<file path="config.mk">
export PLATFORM = sky130hd
export DESIGN_NAME = mac_merge_verify_fsm_core
export DESIGN_NICKNAME = d
export VERILOG_FILES = /design/src/rtl/mmv_pkg.sv /design/src/rtl/mac_merge_verify_fsm_core.sv /design/src/rtl/mmv_cfg.sv /design/src/rtl/mmv_step.sv
export SDC_FILE = /design/constraint.sdc
export NUM_CORES = 1
export LEC_CHECK = 0
export BUFFER_PORTS_ARGS = -buffer_cell sky130_fd_sc_hd__buf_4
export CORE_MARGIN = 2
export CORE_UTILIZATION = 49
export DETAILED_ROUTE_END_ITERATION = 10
export PLACE_DENSITY = 0.74
export RECOVER_POWER = 50
export SETUP_SLACK_MARGIN = 0.4
export SLEW_MARGIN = 20
export SYNTH_ARGS = -nofsm -noshare
export SYNTH_HDL_FRONTEND = slang
export SYNTH_SLANG_ARGS = --single-unit
</file>
<file path="constraint.sdc">
create_clock -name clk -period 3.59 [get_ports clk]
set_input_delay 0.5385 -clock clk [delete_from_list [all_inputs] [get_ports clk]]
set_output_delay 0.5385 -clock clk [all_outputs]
set_load 0.005 [all_outputs]
</file>
<file path="src/rtl/mmv_pkg.sv">
// Shared types and constants for the MAC merge verify handshake block.
// Item layouts, command and status codes, configuration register indexes.
// No dependencies.
package mmv_pkg;

  // Retry budget and clamp for the verify interval
  localparam logic [1:0] MAX_RETRIES     = 2'd3;
  localparam logic [7:0] MAX_VERIFY_MS   = 8'd128;
  localparam logic [7:0] VERIFY_TIME_RST = 8'd128;

  // Request types
  localparam logic [2:0] REQ_TICK  = 3'd0;
  localparam logic [2:0] REQ_LINK  = 3'd1;
  localparam logic [2:0] REQ_APPLY = 3'd2;
  localparam logic [2:0] REQ_STOP  = 3'd3;
  localparam logic [2:0] REQ_EVENT = 3'd4;

  // mPacket event codes
  localparam logic [1:0] EV_PARTNER_VERIFY   = 2'd0;
  localparam logic [1:0] EV_LOCAL_VERIFY     = 2'd1;
  localparam logic [1:0] EV_PARTNER_RESPONSE = 2'd2;

  // Commands
  localparam logic [1:0] SEND_NONE     = 2'd0;
  localparam logic [1:0] SEND_VERIFY   = 2'd1;
  localparam logic [1:0] SEND_RESPONSE = 2'd2;
  localparam logic [1:0] PMAC_NONE     = 2'd0;
  localparam logic [1:0] PMAC_DISABLE  = 2'd1;
  localparam logic [1:0] PMAC_ENABLE   = 2'd2;
  localparam logic [1:0] TX_NONE       = 2'd0;
  localparam logic [1:0] TX_DEACTIVATE = 2'd1;
  localparam logic [1:0] TX_ACTIVATE   = 2'd2;

  // Configuration register indexes
  localparam logic [1:0] CFG_VERIFY_ENABLE = 2'd0;
  localparam logic [1:0] CFG_PMAC_ENABLE   = 2'd1;
  localparam logic [1:0] CFG_TX_ENABLE     = 2'd2;
  localparam logic [1:0] CFG_VERIFY_TIME   = 2'd3;

  // Verify status
  typedef enum logic [2:0] {
    ST_DISABLED  = 3'd0,
    ST_INITIAL   = 3'd1,
    ST_VERIFYING = 3'd2,
    ST_SUCCEEDED = 3'd3,
    ST_FAILED    = 3'd4
  } status_t;

  typedef struct packed {
    logic [2:0] req_type;
    logic       port_up;
    logic [1:0] event_code;
  } in_item_t;

  typedef struct packed {
    logic [1:0] mpkt_cmd;
    logic [1:0] pmac_cmd;
    logic [1:0] tx_cmd;
    logic [2:0] vstatus;
    logic       tx_live;
  } out_item_t;

  typedef struct packed {
    logic       verify_enable;
    logic       pmac_enable;
    logic       tx_enable;
    logic [7:0] verify_time_ms;
  } cfg_t;

  typedef struct packed {
    status_t    status;
    logic [1:0] retries_left;
    logic       timer_armed;
    logic [7:0] ticks_remaining;
  } vstate_t;

endpackage

</file>
<file path="src/rtl/mac_merge_verify_fsm_core.sv">
// Path: an accepted item is held in the input register, then takes one pass of step logic
// into the result register.
// Throughput: one item per cycle while the output is not stalled; state and result update together.
// Reset (rst, synchronous): status disabled, full retry budget, timer idle,
// config registers cleared with a verify interval of 128 ms, pipeline empty.
module mac_merge_verify_fsm_core (
  input  logic               clk,
  input  logic               rst,
  input  logic               in_valid,
  output logic               in_stall,
  input  mmv_pkg::in_item_t  in_item,
  output logic               out_valid,
  input  logic               out_stall,
  output mmv_pkg::out_item_t out_item,
  input  logic               cfg_we,
  input  logic [1:0]         cfg_index,
  input  logic [7:0]         cfg_data
);
  import mmv_pkg::*;

  cfg_t      cfg;
  vstate_t   state;
  vstate_t   state_next;
  in_item_t  item_reg;
  logic      item_full;
  logic      advance;
  out_item_t result;

  mmv_cfg u_cfg (
    .clk       (clk),
    .rst       (rst),
    .cfg_we    (cfg_we),
    .cfg_index (cfg_index),
    .cfg_data  (cfg_data),
    .cfg       (cfg)
  );

  mmv_step u_step (
    .cfg    (cfg),
    .cur    (state),
    .item   (item_reg),
    .nxt    (state_next),
    .result (result)
  );

  // Held item moves on when the result register is free or being drained
  assign advance  = item_full && (!out_valid || !out_stall);
  assign in_stall = item_full && !advance;

  // Input register
  always_ff @(posedge clk) begin
    if (rst) begin
      item_full <= 1'b0;
    end else if (in_valid && !in_stall) begin
      item_full <= 1'b1;
    end else if (advance) begin
      item_full <= 1'b0;
    end
  end

  always_ff @(posedge clk) begin
    if (in_valid && !in_stall) begin
      item_reg <= in_item;
    end
  end

  // Handshake state and result valid
  always_ff @(posedge clk) begin
    if (rst) begin
      state.status          <= ST_DISABLED;
      state.retries_left    <= MAX_RETRIES;
      state.timer_armed     <= 1'b0;
      state.ticks_remaining <= 8'd0;
      out_valid             <= 1'b0;
    end else if (advance) begin
      state     <= state_next;
      out_valid <= 1'b1;
    end else if (!out_stall) begin
      out_valid <= 1'b0;
    end
  end

  // Result register
  always_ff @(posedge clk) begin
    if (advance) begin
      out_item <= result;
    end
  end

`ifndef ASSERT_OFF
  a_retries_bound: assert property (@(posedge clk) disable iff (rst)
    state.retries_left <= MAX_RETRIES)
    else $error("retry count above budget");

  a_timer_count: assert property (@(posedge clk) disable iff (rst)
    state.timer_armed |-> (state.ticks_remaining != 8'd0 &&
                           state.ticks_remaining <= MAX_VERIFY_MS))
    else $error("armed timer holds an out-of-range count");

  a_armed_status: assert property (@(posedge clk) disable iff (rst)
    state.timer_armed |-> (state.status != ST_FAILED && state.status != ST_DISABLED))
    else $error("timer armed in failed or disabled status");

  a_state_hold: assert property (@(posedge clk) disable iff (rst)
    !advance |=> $stable(state))
    else $error("state changed without an item");

  a_no_overrun: assert property (@(posedge clk) disable iff (rst)
    (out_valid && out_stall) |-> !advance)
    else $error("result overwritten while stalled");
`endif

endmodule

</file>
<file path="src/rtl/mmv_cfg.sv">
// Configuration register file for the MAC merge verify block.
// Decodes the plain write port into the four control registers; uses mmv_pkg.
module mmv_cfg (
  input  logic          clk,
  input  logic          rst,
  input  logic          cfg_we,
  input  logic [1:0]    cfg_index,
  input  logic [7:0]    cfg_data,
  output mmv_pkg::cfg_t cfg
);
  import mmv_pkg::*;

  // Register writes, one index per write
  always_ff @(posedge clk) begin
    if (rst) begin
      cfg.verify_enable  <= 1'b0;
      cfg.pmac_enable    <= 1'b0;
      cfg.tx_enable      <= 1'b0;
      cfg.verify_time_ms <= VERIFY_TIME_RST;
    end else if (cfg_we) begin
      unique case (cfg_index)
        CFG_VERIFY_ENABLE: cfg.verify_enable  <= cfg_data[0];
        CFG_PMAC_ENABLE:   cfg.pmac_enable    <= cfg_data[0];
        CFG_TX_ENABLE:     cfg.tx_enable      <= cfg_data[0];
        CFG_VERIFY_TIME:   cfg.verify_time_ms <= cfg_data;
        default: ;
      endcase
    end
  end

endmodule

</file>
<file path="src/rtl/mmv_step.sv">
// Next-state and result logic of the verify handshake for one item.
// Purely combinational; uses mmv_pkg types and codes.
module mmv_step (
  input  mmv_pkg::cfg_t     cfg,
  input  mmv_pkg::vstate_t  cur,
  input  mmv_pkg::in_item_t item,
  output mmv_pkg::vstate_t  nxt,
  output mmv_pkg::out_item_t result
);
  import mmv_pkg::*;

  logic [7:0] eff_time;
  logic [7:0] ticks_dec;
  logic [1:0] send;
  logic [1:0] pmac;
  logic [1:0] tx;

  // Clamp the verify interval into 1..MAX_VERIFY_MS
  always_comb begin
    if (cfg.verify_time_ms == 8'd0) begin
      eff_time = 8'd1;
    end else if (cfg.verify_time_ms > MAX_VERIFY_MS) begin
      eff_time = MAX_VERIFY_MS;
    end else begin
      eff_time = cfg.verify_time_ms;
    end
  end

  assign ticks_dec = (cur.ticks_remaining != 8'd0) ? cur.ticks_remaining - 8'd1
                                                   : cur.ticks_remaining;

  // Request decode and state update
  always_comb begin
    nxt  = cur;
    send = SEND_NONE;
    pmac = PMAC_NONE;
    tx   = TX_NONE;
    unique case (item.req_type)
      REQ_TICK: begin
        if (cur.timer_armed) begin
          nxt.ticks_remaining = ticks_dec;
          if (ticks_dec == 8'd0) begin
            nxt.timer_armed = 1'b0;
            // timer expiry
            if (cur.status == ST_INITIAL || cur.status == ST_VERIFYING) begin
              if (cur.retries_left != 2'd0) begin
                send                = SEND_VERIFY;
                nxt.timer_armed     = 1'b1;
                nxt.ticks_remaining = eff_time;
                nxt.retries_left    = cur.retries_left - 2'd1;
              end else begin
                nxt.status = ST_FAILED;
              end
            end else if (cur.status == ST_SUCCEEDED) begin
              tx = TX_ACTIVATE;
            end
          end
        end
      end
      REQ_LINK: begin
        nxt.timer_armed = 1'b0;
        if (item.port_up && cfg.pmac_enable) begin
          pmac = PMAC_ENABLE;
          if (!cfg.verify_enable) begin
            pmac = PMAC_ENABLE;
            tx   = cfg.tx_enable ? TX_ACTIVATE : TX_DEACTIVATE;
          end else begin
            nxt.status       = ST_INITIAL;
            nxt.retries_left = MAX_RETRIES;
            if (cfg.tx_enable) begin
              nxt.timer_armed     = 1'b1;
              nxt.ticks_remaining = 8'd1;
            end
          end
        end else begin
          if (cfg.verify_enable) begin
            nxt.status = ST_INITIAL;
          end
          pmac = PMAC_DISABLE;
          tx   = TX_DEACTIVATE;
        end
      end
      REQ_APPLY: begin
        nxt.timer_armed = 1'b0;
        if (!cfg.verify_enable) begin
          nxt.status = ST_DISABLED;
          pmac = cfg.pmac_enable ? PMAC_ENABLE : PMAC_DISABLE;
          tx   = cfg.tx_enable ? TX_ACTIVATE : TX_DEACTIVATE;
        end else begin
          nxt.status       = ST_INITIAL;
          nxt.retries_left = MAX_RETRIES;
          if (item.port_up && cfg.pmac_enable && cfg.tx_enable) begin
            nxt.timer_armed     = 1'b1;
            nxt.ticks_remaining = 8'd1;
          end
        end
      end
      REQ_STOP: begin
        nxt.timer_armed = 1'b0;
      end
      REQ_EVENT: begin
        if (cfg.pmac_enable) begin
          case (item.event_code)
            EV_PARTNER_VERIFY: send = SEND_RESPONSE;
            EV_LOCAL_VERIFY: begin
              if (cur.status != ST_SUCCEEDED) begin
                nxt.status = ST_VERIFYING;
              end
            end
            EV_PARTNER_RESPONSE: begin
              if (cur.status == ST_VERIFYING) begin
                nxt.status = ST_SUCCEEDED;
              end
            end
            default: ;
          endcase
        end
      end
      default: ;
    endcase
  end

  // Result item reflects the status after the item
  always_comb begin
    result.mpkt_cmd = send;
    result.pmac_cmd = pmac;
    result.tx_cmd   = tx;
    result.vstatus  = nxt.status;
    result.tx_live  = cfg.tx_enable &&
                      (nxt.status == ST_SUCCEEDED || nxt.status == ST_DISABLED);
  end

endmodule
</file>
* Word-level counts from Yosys, hierarchy flattened
Index checks and enable logic that the tools add are counted.
Storage, ports and cells: bits in registers 43, input port bits 21, output and inout port bits 12, logic and storage cells 123
Operators by class: add/sub/neg operators 2, magnitude comparators 1, equal/unequal tests 24, multiplexer cells 47, reduce and logical (&&, ||, !) cells 31
Operator list (number):
- $mux W14 | 4
- $mux W11 | 3
- $mux W2 | 15
- $mux W8 | 3
- $pmux W8 S3 | 1
- $mux W3 | 6
- $mux W9 | 2
- $logic_not A8 Y1 | 2
- $eq A3 B2 Y1 const B | 5
- $ne A2 B1 Y1 const B | 6
- $pmux W2 S3 | 2
- $pmux W3 S4 | 1
- $reduce_and A2 Y1 | 5
- $reduce_and A9 Y1 | 1
- $gt A8 B8 Y1 const B | 1
- $ne A2 B2 Y1 const B | 4
- $pmux W2 S2 | 2
- $reduce_and A8 Y1 | 1
- $reduce_bool A8 Y1 | 1
- $sub A8 B1 Y8 const B | 1
- $eq A2 B2 Y1 const B | 3
- $eq A3 B1 Y1 const B | 2
- $logic_and A1 B1 Y1 | 6
- $logic_not A3 Y1 | 2
- 13 further kinds | 26

* Logic depth before layout (Yosys ltp)
word-level depth 11, mapped depth 11, gate-level depth less buffers 9

* By module
Synthesis repeated with hierarchy kept, for this count alone.
Second synthesis, totals: cell total of the unflattened synthesis 307, area total of the unflattened synthesis 2735.1 sq um
Modules (own cells, without submodules):
- mac_merge_verify_fsm_core | times used 1, cells an instance 86, area an instance 1186.1 sq um, seq. area each 800.8 sq um
- mmv_step | times used 1, cells an instance 173, area an instance 1042.2 sq um, seq. area each 0.0 sq um
- mmv_cfg | times used 1, cells an instance 48, area an instance 506.7 sq um, seq. area each 220.2 sq um

* Least setup slack after synthesis
OpenSTA, ideal clock, no wires.
kind reg2reg, start point register state[0] (netlist name), end point register state[10] (netlist name), library setup time 0.072 ns, arrival 2.268 ns, required time 3.518 ns, path slack 1.250 ns, cell stages (with the launch flop) 11, buffers on the path 1, clock period less this slack 2.340 ns, path through dfxtp_1 inv_1 ha_1 buf_6 nor2b_1 nand3_1 mux2i_1 nand3_2 nand3b_4 a2111oi_4 mux2i_1
Between the ends: word-level cells in the longest chain between the ends 5, elaborated cells on any way between the ends 6, classes of those cells add/sub (1); eq/ne (1); mux (1); reduce/logical (3)
RTL lines:
- start, declared | line mac_merge_verify_fsm_core.sv:22 | vstate_t state;
- start signal, assigned | line mac_merge_verify_fsm_core.sv:76 | state <= state_next;
- $sub A8 B1 Y8 or $reduce_bool A8 Y1 (tied branches) | line mmv_step.sv:29 | assign ticks_dec = (cur.ticks_remaining != 8'd0) ? cur.ticks_remaining - 8'd1
- $mux W8 * | line mmv_step.sv:29
- $logic_not A8 Y1 * | line mmv_step.sv:42 | if (ticks_dec == 8'd0) begin
- $ne A2 B1 Y1 (no line) *
- $reduce_and A9 Y1 (no line) *
Mark *: on every way between the ends. The rest lies on a longest branch, timed or not. A chain may end at the register's enable or synchronous reset.

* Worst setup path in the final report
start point register state[1] (netlist name), end point register state[10] (netlist name)
The elaborated chain is that of the path after synthesis.

==> results.md <==
* Residual DRC at 0
* Fmax achieved at 366 MHz
* Synth cell types at 60
* Fin crit period at 2730 ps
* Final Skew at 9.61 ps
* Status: complete, no violations
* Synth area leader: dfxtp_1
* Ys flop type: dfxtp_1
* Initial detailed-routing violation count at 192
* Total global-route track usage at 0.209
* Post-CTS Setup Inserts at 0
* Combinational share of power at 0.092
* Slew HR at 0.207
* Top reg by flops: state
* Met3 GRT Util at 0.0455
* Cts hold-fix bufs at 0
* Global-route wire length before repair at 8950 um
* Flops & latches, synth at 43
* Biggest regs: state: 14 flops, u_cfg.cfg: 11 flops, out_item: 10 flops
* Post-Synthesis Cell Area at 0.00245 sq mm
* Type of destination of the critical path: flip-flop
* Site row count at 25
* Post-Place Cells at 364
* CP required at 3820 ps
* Final hold vios at 0
* CTS sink count at 43
* RSZ-0062 raised after global routing: no
* # setup viols final at 0
* DP HPWL at 3880 um
* Fraction of layout cells with a size suffix above 1 at 0.167
* Die H at 74.7 um
* Total vias in the final route at 2,175
* Final setup TNS at 0 ps
* VDD IR-drop max at 0.261 mV
* Initial Util at 0.514
* Flip-flop count of the largest register after layout at 14
* Hold WC Path Type: input port to flip-flop
* M2 GR Usage at 0.299
* Syn-to-layout area delta at 14.8%
* Pint at 0.763 mW
* Clock share of power at 0.365
* Tcrit/Tclk final at 0.762
* Die area at 0.00557 sq mm
* Reg power frac at 0.542
* Width of the die at 74.7 um
* CTS Buf Count at 5
* DRT Wirelength at 5280 um
* Synth cell count leaders: 29 x nand2_1, 29 x nor2_1, 27 x dfxtp_1, 20 x a21oi_1, 17 x o21ai_0
* Hold Worst Slack at 438 ps
* Worst-path cell chain: inv_1, ha_1, nor2b_1, nand3_1, mux2i_1, nand3_2, nand3b_4, a2111oi_4, mux2i_1
* Register area share after synthesis at 0.417
* IO buf count at 32
* Least-Margin Pin Slew at 1190 ps
* Max-cap violations at 0
* Grt met1 use at 0.314
* Total global routing overflow at 0
* Clock Latency Late Sink at 300 ps
* Synth warnings at 0
* ANT cells at 0
* Grt peak-use layer: met1
* CP Class: flip-flop to flip-flop
* Largest cells by area after synthesis: dfxtp_1 22%, edfxtp_1 20%, nand2_1 4.5%, nor2_1 4.5%, a21oi_1 4.1%
* Detailed-router iteration count before antenna repair at 5
* CTS tree: done
* Syn Nets at 303
* CP arrival at 2960 ps
* Clock Pin Slew Worst Setup and Hold Paths at 80 ps
* Max Fanout on Critical Path at 10
* Post-CTS Resized at 0
* LEAKAGE at 1.08 nW
* Core Region at 0.00475 sq mm
* Root Buffer: clkbuf_8
* CP max stage cell: a2111oi_4
* Number of global-route vias before repair at 1,878
* Crit path launch type: flip-flop
* H-tree level count at 2
* Remaining antenna violation count after routing at 0
* Synth async-reset ratio at 0
* Sw Ratio at 0.234
* Final Non-Filler Cells at 372
* Fin nets at 329
* Mapped Avg Cell Area at 8.80 sq um
* Max-slew violations at 0
* Most frequent CP cell: mux2i_1
* Initial antenna violation count at 0
* Max stage delay on crit path at 410 ps
* P_sw at 0.233 mW
* Top cell type's share of synthesized area at 0.221
* IO Pins at 33
* PD cells at 355 mW/mm^2
* Mapped Cells at 278
* Post-synth EDFFs at 16
* Vias per Instance at 5.85
* Clk buf depth at 2
* Placer Congestion at 0.936
* DR WL/cell at 14.2 um
* Largest net degree at the start of global routing at 28
-- layout by cell type, fill, tap and decap left out, types with 3 or more instances in the layout --
master / n
dfxtp_1: 27
o31ai_1: 4
a32oi_1: 3
or3_1: 4
nand2_1: 29
clkbuf_4: 16
a21oi_1: 20
nor2b_1: 6
buf_4: 14
nand3b_1: 3
a31oi_1: 7
mux2i_1: 7
a221oi_1: 4
edfxtp_1: 16
inv_1: 12
clkbuf_8: 6
o21ai_0: 17
nand3_1: 11
nor2_1: 29
o211ai_1: 3
ha_1: 4
xor2_1: 3
nor3_1: 9
and3_1: 5
nor3b_1: 3
-- layout make-up --
| type | count | area, sq um |
|---|---|---|
| fillers | 451 | 1950 |
| well taps | 67 | 83.8 |
| flip-flops and latches | 43 | 1020 |
| inverters | 12 | 45.0 |
| repair buffers | 32 | 233 |
| clock buffers | 7 | 108 |
| clock inverters | 1 | 5.00 |
| multi-input cells | 210 | 1310 |
-- cell families after synthesis --
| kind of cell | Yosys count | synth area share |
|---|---|---|
| AOI/OAI and AO/OA | 76 | 0.211 |
| xor gates and xnor gates | 3 | 0.0107 |
| DFF | 43 | 0.417 |
| adders and majority gates | 4 | 0.0205 |
| muxes | 7 | 0.0286 |
| buffers and inverters | 25 | 0.0460 |
| and+or+nand+nor | 120 | 0.266 |
-- power groups by stage --
stage	Sequential, mW	Clock, mW	Combinational [mW]
floorplan	0.542	0	0.0615
global placement	0.551	0	0.0920
detailed placement	0.551	0	0.0933
CTS	0.540	0.371	0.0940
global route	0.543	0.392	0.104
finish	0.540	0.364	0.0921
-- final timing paths --
| path | start | to | slack, ps | cells after the start |
|---|---|---|---|---|
| worst max-delay path | state[1] | state[10] | 860 | 9 |
| worst min-delay path | in_item[5] | item_reg[5] | 440 | 1 |
| worst min register to register | u_cfg.cfg[0] | u_cfg.cfg[0] | 460 | 2 |
| worst max register to register | state[1] | state[10] | 860 | 9 |
-- per-layer routing --
| layer | routed length, um | up-vias |
|---|---|---|
| met5 | 0 | - |
| met4 | 101 | 0 |
| li1 | - | 1071 |
| met3 | 328 | 11 |
| met2 | 2280 | 86 |
| met1 | 2570 | 1007 |
-- worst max-delay path, delay by kind of cell, from the launching register on --
| family | cells | cell delay [ps] |
|---|---|---|
| fa+ha+maj | 1 | 380 |
| mux | 2 | 530 |
| simple gates | 4 | 880 |
| compound gates | 1 | 410 |
| flops | 1 | 360 |
| buf+inv | 1 | 100 |
-- through the flow --
stage / worst slack [ps] / util / power [mW] / cell area (sq um)
after floorplan: 1250 / - / 0.603 / 2450
after global placement: 1040 / 0.568 / 0.643 / 2700
after detailed placement: 916 / 0.568 / 0.644 / 2700
after CTS: 889 / 0.592 / 1.00 / 2820
after global routing: 623 / 0.591 / 1.04 / 2810
final: 855 / 0.591 / 0.996 / 2810
No activity file was read; power rests on OpenSTA's default activity.
